$ cat src/rtl/assert_macros.svh
// Assertion macros used by the reorder RTL.
`ifndef ASSERT_MACROS_SVH
`define ASSERT_MACROS_SVH
// Implication checked on every rising clock edge outside reset.
`define ASSERT_IMPLIES(label, clk, rst, ante, cons, msg) \
   label: assert property (@(posedge clk) disable iff (rst) (ante) |-> (cons)) \
      else $error(msg);
// Next-cycle implication outside reset.
`define ASSERT_NEXT(label, clk, rst, ante, cons, msg) \
   label: assert property (@(posedge clk) disable iff (rst) (ante) |=> (cons)) \
      else $error(msg);
`endif

$ cat src/rtl/tsr_pkg.sv
// Types and constants for the TCP segment reorder block.
package tsr_pkg;
   localparam int unsigned MIN_HDR_BYTES = 20;
   localparam logic [7:0] TCP_PROTO = 8'd6;

   typedef enum logic [2:0] {
      KIND_RELEASED = 3'd0,
      KIND_HELD     = 3'd1,
      KIND_STALE    = 3'd2,
      KIND_BAD_HDR  = 3'd3,
      KIND_NOT_TCP  = 3'd4,
      KIND_EMPTY    = 3'd5,
      KIND_FULL     = 3'd6
   } kind_type;

   // Header screening result handed to the reorder controller.
   typedef struct packed {
      logic     drop;
      kind_type kind;
      logic     syn;
      logic [15:0] len;
   } screen_type;
endpackage

$ cat src/rtl/tsr_screen.sv
// Header checks and payload length for one segment.
module tsr_screen (
   input  logic [3:0]  ip_header_words,
   input  logic [7:0]  ip_protocol,
   input  logic [15:0] ip_total_length,
   input  logic [3:0]  tcp_offset_words,
   input  logic        syn_flag,
   output tsr_pkg::screen_type screen
);
   import tsr_pkg::*;
   logic [5:0]  ip_bytes;
   logic [5:0]  tcp_bytes;
   logic [16:0] hdr_sum;
   always_comb begin
      ip_bytes  = {ip_header_words, 2'b00};
      tcp_bytes = {tcp_offset_words, 2'b00};
      hdr_sum   = 17'(ip_bytes) + 17'(tcp_bytes);
      screen.syn  = 1'b0;
      screen.drop = 1'b1;
      screen.kind = KIND_BAD_HDR;
      screen.len  = 16'(17'(ip_total_length) - hdr_sum);
      if (32'(ip_bytes) < MIN_HDR_BYTES) begin
         screen.kind = KIND_BAD_HDR;
      end else if (ip_protocol != TCP_PROTO) begin
         screen.kind = KIND_NOT_TCP;
      end else if (32'(tcp_bytes) < MIN_HDR_BYTES) begin
         screen.kind = KIND_BAD_HDR;
      end else begin
         screen.syn = syn_flag;
         if (17'(ip_total_length) == hdr_sum) begin
            screen.kind = KIND_EMPTY;
         end else if (17'(ip_total_length) < hdr_sum) begin
            screen.kind = KIND_BAD_HDR;
         end else begin
            screen.drop = 1'b0;
            screen.kind = KIND_RELEASED;
         end
      end
   end
endmodule

$ cat src/rtl/tcp_segment_reorder.sv
// Top level of the TCP segment reorder block: hold table memory and controller.
//
//  channel | ports                       | handshake
//  request | req_* fields, start, busy   | taken when start && !busy
//  result  | rsp_* fields, rsp_valid     | one-cycle strobe per result, no stall
//
// A drop answers in the cycle after acceptance and busy stays low.
// Any other segment scans all table entries, one memory read per cycle,
// then is held, stale or full, or is released; a release searches again for
// each chained segment, and ends with a final search that misses when the
// table held anything.
// Synchronous active-high reset clears expected sequence and valid bits.
// The receiver cannot stall; results are one-cycle strobes.
`include "assert_macros.svh"
module tcp_segment_reorder #(
   parameter int TABLE_DEPTH  = 16,
   parameter int HANDLE_WIDTH = 8
) (
   input  logic                    clock,
   input  logic                    reset,
   input  logic                    start,
   output logic                    busy,
   input  logic [3:0]              req_ip_header_words,
   input  logic [7:0]              req_ip_protocol,
   input  logic [15:0]             req_ip_total_length,
   input  logic [3:0]              req_tcp_offset_words,
   input  logic                    req_syn_flag,
   input  logic [31:0]             req_sequence_number,
   input  logic [HANDLE_WIDTH-1:0] req_in_handle,
   output logic                    rsp_valid,
   output logic [2:0]              rsp_result_kind,
   output logic [HANDLE_WIDTH-1:0] rsp_out_handle,
   output logic [31:0]             rsp_released_seq,
   output logic [15:0]             rsp_released_length,
   output logic                    rsp_last_of_run
);
   import tsr_pkg::*;
   localparam int IW = (TABLE_DEPTH > 1) ? $clog2(TABLE_DEPTH) : 1;
   localparam int EW = 48 + HANDLE_WIDTH;

   typedef enum logic [2:0] {
      ST_IDLE, ST_SCAN, ST_DECIDE, ST_CHAIN, ST_CHAIN_WAIT
   } state_type;

   tsr_pkg::screen_type screen;
   tsr_screen u_screen (
      .ip_header_words (req_ip_header_words),
      .ip_protocol     (req_ip_protocol),
      .ip_total_length (req_ip_total_length),
      .tcp_offset_words(req_tcp_offset_words),
      .syn_flag        (req_syn_flag),
      .screen          (screen)
   );

   // entry = {seq, len, handle}
   logic [EW-1:0] mem [TABLE_DEPTH];
   logic [EW-1:0] rd_data_ff;
   logic [IW-1:0] rd_addr;
   logic          wr_en;
   logic [IW-1:0] wr_addr;
   logic [EW-1:0] wr_data;

   always_ff @(posedge clock) begin
      if (wr_en) mem[wr_addr] <= wr_data;
      rd_data_ff <= mem[rd_addr];
   end

   state_type state_ff, state_in;
   logic [TABLE_DEPTH-1:0] valid_ff, valid_in;
   logic [31:0] exp_ff, exp_in;
   logic [31:0] seq_ff, seq_in;
   logic [15:0] len_ff, len_in;
   logic [HANDLE_WIDTH-1:0] hnd_ff, hnd_in;
   logic [IW:0] cnt_ff, cnt_in;       // issue index of the search
   logic [IW-1:0] rcnt_ff, rcnt_in;   // index of data now on rd_data_ff
   logic        rvld_ff, rvld_in;
   logic        hit_ff, hit_in;
   logic [IW-1:0] hit_idx_ff, hit_idx_in;
   logic [IW:0] nrel_ff, nrel_in;
   logic        out_v_in;
   logic [2:0]  out_k_ff, out_k_in;
   logic [HANDLE_WIDTH-1:0] out_h_ff, out_h_in;
   logic [31:0] out_s_ff, out_s_in;
   logic [15:0] out_l_ff, out_l_in;
   logic        out_last_in;

   logic [31:0] rd_seq;
   logic [15:0] rd_len;
   logic [HANDLE_WIDTH-1:0] rd_hnd;
   logic [31:0] eff_exp;
   logic        free_found;
   logic [IW-1:0] free_idx;
   logic        accept;

   assign accept = start && !busy;
   assign busy   = (state_ff != ST_IDLE);
   assign {rd_seq, rd_len, rd_hnd} = rd_data_ff;

   always_comb begin
      free_found = 1'b0;
      free_idx   = '0;
      for (int i = TABLE_DEPTH - 1; i >= 0; i--) begin
         if (!valid_ff[i]) begin
            free_found = 1'b1;
            free_idx   = IW'(i);
         end
      end
   end

   always_comb begin
      state_in = state_ff; valid_in = valid_ff; exp_in = exp_ff;
      seq_in = seq_ff; len_in = len_ff; hnd_in = hnd_ff;
      cnt_in = cnt_ff; rcnt_in = rcnt_ff; rvld_in = 1'b0;
      hit_in = hit_ff; hit_idx_in = hit_idx_ff; nrel_in = nrel_ff;
      out_v_in = 1'b0; out_k_in = out_k_ff; out_h_in = out_h_ff;
      out_s_in = out_s_ff; out_l_in = out_l_ff; out_last_in = 1'b0;
      rd_addr = cnt_ff[IW-1:0];
      wr_en = 1'b0; wr_addr = hit_idx_ff; wr_data = {seq_ff, len_ff, hnd_ff};
      eff_exp = exp_ff;
      case (state_ff)
         ST_IDLE: begin
            if (accept) begin
               seq_in = req_sequence_number;
               len_in = screen.len;
               hnd_in = req_in_handle;
               if (screen.syn) begin
                  valid_in = '0;
                  exp_in   = '0;
               end
               if (screen.drop) begin
                  out_v_in = 1'b1; out_k_in = screen.kind; out_h_in = req_in_handle;
                  out_s_in = '0; out_l_in = '0; out_last_in = 1'b1;
               end else begin
                  eff_exp = screen.syn ? 32'd0 : exp_ff;
                  if (eff_exp == 32'd0) exp_in = req_sequence_number;
                  else exp_in = eff_exp;
                  cnt_in = '0; hit_in = 1'b0; nrel_in = '0;
                  state_in = ST_SCAN;
               end
            end
         end
         ST_SCAN, ST_CHAIN: begin
            // one entry read per cycle; compare the previous read
            if (rvld_ff && valid_ff[rcnt_ff] && rd_seq == seq_ff && !hit_ff) begin
               hit_in = 1'b1; hit_idx_in = rcnt_ff;
            end
            if (cnt_ff < (IW+1)'(TABLE_DEPTH)) begin
               rd_addr = cnt_ff[IW-1:0];
               rcnt_in = cnt_ff[IW-1:0];
               rvld_in = 1'b1;
               cnt_in  = cnt_ff + 1'b1;
            end else if (!rvld_ff) begin
               state_in = ST_DECIDE;
            end
            if (state_ff == ST_CHAIN && cnt_ff >= (IW+1)'(TABLE_DEPTH) && !rvld_ff)
               state_in = ST_CHAIN_WAIT;
         end
         ST_DECIDE: begin
            out_v_in = 1'b1; out_h_in = hnd_ff; out_s_in = seq_ff; out_l_in = len_ff;
            if (seq_ff < exp_ff) begin
               out_k_in = KIND_STALE; out_last_in = 1'b1; state_in = ST_IDLE;
            end else if (seq_ff > exp_ff) begin
               out_last_in = 1'b1; state_in = ST_IDLE;
               if (hit_ff || free_found) begin
                  wr_en = 1'b1; wr_addr = hit_ff ? hit_idx_ff : free_idx;
                  valid_in[wr_addr] = 1'b1;
                  out_k_in = KIND_HELD;
               end else begin
                  out_k_in = KIND_FULL;
               end
            end else begin
               out_k_in = KIND_RELEASED;
               exp_in = exp_ff + 32'(len_ff);
               nrel_in = '0;
               if (valid_ff == '0) begin
                  out_last_in = 1'b1; state_in = ST_IDLE;
               end else begin
                  seq_in = exp_ff + 32'(len_ff);
                  cnt_in = '0; hit_in = 1'b0; state_in = ST_CHAIN;
               end
            end
         end
         ST_CHAIN_WAIT: begin
            // search for expected done; read the hit entry
            rd_addr = hit_idx_ff;
            if (!hit_ff || nrel_ff >= (IW+1)'(TABLE_DEPTH)) begin
               // no chain link or release limit reached: flag last on an extra
               // beat is not allowed, so last was deferred; emit pending result now
               state_in = ST_IDLE;
            end else if (!rvld_ff) begin
               rvld_in = 1'b1; rcnt_in = hit_idx_ff;
            end else begin
               valid_in[hit_idx_ff] = 1'b0;
               nrel_in  = nrel_ff + 1'b1;
               out_v_in = 1'b1; out_k_in = KIND_RELEASED;
               out_h_in = rd_hnd; out_s_in = rd_seq; out_l_in = rd_len;
               exp_in = exp_ff + 32'(rd_len);
               seq_in = exp_ff + 32'(rd_len);
               cnt_in = '0; hit_in = 1'b0; state_in = ST_CHAIN;
            end
         end
         default: state_in = ST_IDLE;
      endcase
   end

   // A result is held back until the next one or the end of the run, so that last_of_run can be set on the final one.
   logic        pend_ff;
   logic        fin;
   assign fin = (state_ff == ST_CHAIN_WAIT) && (!hit_ff || nrel_ff >= (IW+1)'(TABLE_DEPTH));

   always_ff @(posedge clock) begin
      if (reset) begin
         state_ff <= ST_IDLE; valid_ff <= '0; exp_ff <= '0;
         rvld_ff <= 1'b0; pend_ff <= 1'b0; rsp_valid <= 1'b0;
      end else begin
         state_ff <= state_in; valid_ff <= valid_in; exp_ff <= exp_in;
         rvld_ff  <= rvld_in;
         // a release with chain pending is parked in out_* until the next one
         if (out_v_in) begin
            if (pend_ff) rsp_valid <= 1'b1; else rsp_valid <= out_last_in;
            pend_ff <= !out_last_in;
         end else begin
            rsp_valid <= fin && pend_ff;
            if (fin) pend_ff <= 1'b0;
         end
      end
   end

   always_ff @(posedge clock) begin
      seq_ff <= seq_in; len_ff <= len_in; hnd_ff <= hnd_in;
      cnt_ff <= cnt_in; rcnt_ff <= rcnt_in; hit_ff <= hit_in;
      hit_idx_ff <= hit_idx_in; nrel_ff <= nrel_in;
      if (out_v_in) begin
         out_k_ff <= out_k_in; out_h_ff <= out_h_in;
         out_s_ff <= out_s_in; out_l_ff <= out_l_in;
         if (pend_ff) begin
            rsp_result_kind <= out_k_ff; rsp_out_handle <= out_h_ff;
            rsp_released_seq <= out_s_ff; rsp_released_length <= out_l_ff;
            rsp_last_of_run <= 1'b0;
         end else begin
            rsp_result_kind <= out_k_in; rsp_out_handle <= out_h_in;
            rsp_released_seq <= out_s_in; rsp_released_length <= out_l_in;
            rsp_last_of_run <= out_last_in;
         end
      end else if (fin) begin
         rsp_result_kind <= out_k_ff; rsp_out_handle <= out_h_ff;
         rsp_released_seq <= out_s_ff; rsp_released_length <= out_l_ff;
         rsp_last_of_run <= 1'b1;
      end
   end

   `ASSERT_NEXT(a_accept_busy, clock, reset, accept && !screen.drop, busy,
      "busy not raised after accepted segment")
   `ASSERT_IMPLIES(a_idle_rsp, clock, reset, rsp_valid && rsp_last_of_run,
      !pend_ff, "pending result left after last")
   `ASSERT_NEXT(a_hold_sets, clock, reset,
      wr_en, valid_ff != '0, "held write left no valid entry")
endmodule

$ cat config.mk
export PLATFORM = sky130hd
export DESIGN_NAME = tcp_segment_reorder
export DESIGN_NICKNAME = d
export VERILOG_FILES = /design/src/rtl/tsr_pkg.sv /design/src/rtl/tsr_screen.sv /design/src/rtl/tcp_segment_reorder.sv
export VERILOG_INCLUDE_DIRS = /design/src /design/src/rtl
export SDC_FILE = /design/constraint.sdc
export NUM_CORES = 2
export LEC_CHECK = 0
export BUFFER_PORTS_ARGS = -buffer_cell sky130_fd_sc_hd__buf_2
export CAP_MARGIN = 25
export CORE_UTILIZATION = 30
export DETAILED_ROUTE_END_ITERATION = 8
export MAX_ROUTING_LAYER = met4
export PLACE_DENSITY = 0.53
export SLEW_MARGIN = 10
export SYNTH_ARGS = -nofsm -noshare
export SYNTH_HDL_FRONTEND = slang
export SYNTH_SLANG_ARGS = --single-unit
$ cat constraint.sdc
create_clock -name clock -period 10.8 [get_ports clock]
set_clock_uncertainty 0.1 [all_clocks]
set_input_delay 0 -clock clock [delete_from_list [all_inputs] [get_ports clock]]
set_output_delay 0 -clock clock [all_outputs]
set_load 0.1 [all_outputs]
==> flow_metrics.env <==
export IMPL_status="finished clean"
export IMPL_ys_warn_count=0
export IMPL_r2r_start="seq_ff[26]"
export IMPL_initial_utilization=0.3022
export IMPL_cp_top_family="simple AND/OR/NAND/NOR gates"
export IMPL_post_dp_hpwl_um=96530
export IMPL_yosysMostFrequentCell="edfxtp_1"
export IMPL_ant_nets=0
export IMPL_final_design_area_no_fill_mm2=0.06056
export IMPL_synth_area_leader_cell="edfxtp_1"
export IMPL_r2r_end="mem[15][42]"
export IMPL_r2r_slack_ns=5.14
export IMPL_synthFlopType="edfxtp_1"
export IMPL_start_kind="flip-flop"
export IMPL_cts_setup_buffers=0
export IMPL_min_delay_start="req_sequence_number[12]"
export IMPL_place_area_mm2=0.05510
export IMPL_final_nets=4651
export IMPL_slew_violations=0
export IMPL_power_total_uw=15020
export IMPL_syn2layout_area_growth_pct=16.71
export IMPL_finalHoldViolations=0
export IMPL_htreeDepth=4
export IMPL_crit_path_cell_trace="ha_1, nand4_1, nor4_2, inv_2, a31oi_1, nor2_1, nand3b_1, or3_1, nor2_4, buf_4"
export IMPL_synth_ff_latch_count=1200
export IMPL_cts_hold_buffers_added=114
export IMPL_num_rows=152
export IMPL_worst_slew_pin_slew_ns=1.167
export IMPL_drt_iter0_drc=4350
export IMPL_ys_seq_area_frac=0.6732
export IMPL_via_per_inst=5.286
export IMPL_syn_cell_area_mm2=0.05189
export IMPL_cts_resized=0
export IMPL_tritoncts="built"
export IMPL_totalNegativeSetupSlack_ns=0
export IMPL_rsz0062_at_grt="false"
export IMPL_grt_pass1_vias=35080
export IMPL_fin_util=0.3526
export IMPL_die_w_um=417.9
export IMPL_drc=0
export IMPL_critical_path_max_stage_delay_ns=0.90
export IMPL_netlist_instances=4316
export IMPL_synthTopCellsByArea="edfxtp_1 63%, nand2_1 7.2%, nand3_1 4.6%"
export IMPL_avgSynthCellArea_um2=12.02
export IMPL_cts_root_buf="clkbuf_16"
export IMPL_arrival_ns=5.93
export IMPL_routed_wl_um=168100
export IMPL_grt_pass1_wl_um=243100
export IMPL_synth_top_cells_by_count="1,090 x edfxtp_1, 993 x nand2_1, 478 x nand3_1, 170 x clkbuf_1, 166 x a21oi_1"
export IMPL_routedWlPerCell_um=24.31
export IMPL_cp_required_ns=11.06
export IMPL_dieArea_mm2=0.1746
export IMPL_synthArstFlopShare=0
export IMPL_cp_num_buf_inv=2
export IMPL_hp_class="primary input to flip-flop"
export IMPL_numCtsBuffers=133
export IMPL_setup_viol=0
export IMPL_grt_use_total=0.1949
export IMPL_min_path_cells=5
export IMPL_gp_congestion=0.8596
export IMPL_drive_above_1_share=0.1058
export IMPL_critical_path_endpoint_type="flip-flop"
export IMPL_cts_sinks=1200
export IMPL_synth_cell_type_count=96
export IMPL_die_height_um=417.9
export IMPL_pwr_density_cell_mw_per_mm2=248.0
export IMPL_critical_path_max_fanout=39
export IMPL_synth_top_area_frac=0.6308
export IMPL_drt_pass1_iterations=8
export IMPL_worstSetupPathType="flip-flop to flip-flop"
export IMPL_hold_end="exp_ff[12]"
export IMPL_slew_headroom=0.2217
export IMPL_period_minus_slack_ns=5.663
export IMPL_max_vdd_ir_drop_mv=0.2318
export IMPL_ios=138
export IMPL_grt_overflow=0
export IMPL_r2r_cells=10
export IMPL_io_buffer_count=137
export IMPL_leakagePower_uw=0.02135
export IMPL_clockBufferDepth=3
export IMPL_grt_max_degree=147
export IMPL_clock_latency_ns=0.76
export IMPL_antenna_found_initial=3
export IMPL_synth_fp_nets=4471
export IMPL_maxCapViolCount=0
export IMPL_fin_crit_sh=0.5244
export IMPL_core_mm2=0.1717
export IMPL_cpMaxStageDelayCell="buf_4"
export IMPL_vias=36560
export IMPL_clkSlewWorstSetupHoldPaths_ns=0.06
export IMPL_fmax_mhz=176.6
export IMPL_synth_edf_count=1090
worst max-delay path by stage:
stage | startpoint | to | slack, ns | depth (start not counted)
finish | seq_ff[26] | mem[15][42] | 5.14 | 10
global route | seq_ff[28] | mem[15][4] | 5.00 | 10
CTS | seq_ff[26] | mem[3][41] | 5.15 | 10
detailed placement | seq_ff[28] | mem[3][42] | 5.16 | 10
global placement | seq_ff[26] | mem[15][42] | 5.18 | 10
floorplan | state_ff[1] | rsp_last_of_run | 5.28 | 7
through the flow:
step	setup WS [ns]	instances	hold slack [ns]
floorplan	5.282	4316	-0.001131
global route	4.998	6916	0.06335
CTS	5.146	6912	0.005693
global placement	5.176	6553	0.1029
finish	5.137	6917	0.05197
detailed placement	5.162	6555	0.09874
area by class of cell:
cell class / count / area, um^2
clock buffers: 189 / 3776
repair buffers: 321 / 2424
multi-input cells: 2732 / 15600
diodes: 3 / 7.507
well taps: 2310 / 2890
flip-flops and latches: 1200 / 34930
clock inverters: 54 / 504.2
fillers: 16760 / 111200
inverters: 108 / 422.9
sequential cells by signal (all words and copies together) (netlist names), 4 cells and up:
| register | flops |
|---|---|
| cnt_ff | 5 |
| exp_ff | 32 |
| hit_idx_ff | 4 |
| hnd_ff | 8 |
| len_ff | 16 |
| mem | 896 |
| nrel_ff | 5 |
| out_h_ff | 8 |
| out_l_ff | 16 |
| out_s_ff | 32 |
| rcnt_ff | 4 |
| rd_data_ff | 56 |
| rsp_out_handle | 8 |
| rsp_released_length | 16 |
| rsp_released_seq | 32 |
| seq_ff | 32 |
| valid_ff | 16 |
worst reg2reg max path, delay by kind of cell (launching register included):
family / cells / cell delay [ns]
buf+inv: 2 / 0.96
compound gates: 1 / 0.20
simple gates: 6 / 2.68
fa+ha+maj: 1 / 0.50
flops: 1 / 0.77
cells by family (layout without fill, tap and decap cells):
family,after synthesis,after routing,synth area share
AND/OR/NAND/NOR,1845,1845,0.1569
flip-flops,1200,1200,0.6732
AO/OA/AOI/OAI,697,697,0.09869
buffers and inverters,384,672,0.03045
adder cells (fa/ha/maj),79,79,0.01963
XOR/XNOR,78,78,0.01317
multiplexers,33,33,0.007981
other,0,3,0
layout by cell type, fill, tap and decap left out, types with 23 or more instances in the layout:
cell type      count
edfxtp_1        1090
nand2_1          993
nand3_1          478
a21oi_1          166
clkbuf_16        139
buf_2            137
nor2_1           132
a311oi_1         122
dlygate4sd3_1    115
dfxtp_1          110
inv_1            102
a31oi_1           77
ha_1              75
and3_1            71
buf_4             64
o21ai_0           56
a222oi_1          48
xor2_1            42
clkbuf_1          39
xnor2_1           36
nor3_1            33
nor4_1            29
a22oi_1           25
o21a_1            23
a211oi_1          23
report_power, final:
part / switching [uW] / internal (uW)
clock network: 1850 / 2610
registers: 794 / 5870
logic: 2820 / 1070
total: 5460 / 9550
metal layers:
layer  GRT usage  wire length (um)
met5           -                 0
met4     0.07320              6045
met3     0.02851             11770
met2      0.3071             79660
met1      0.2543             70660
Power figures use the tool's default switching activity.
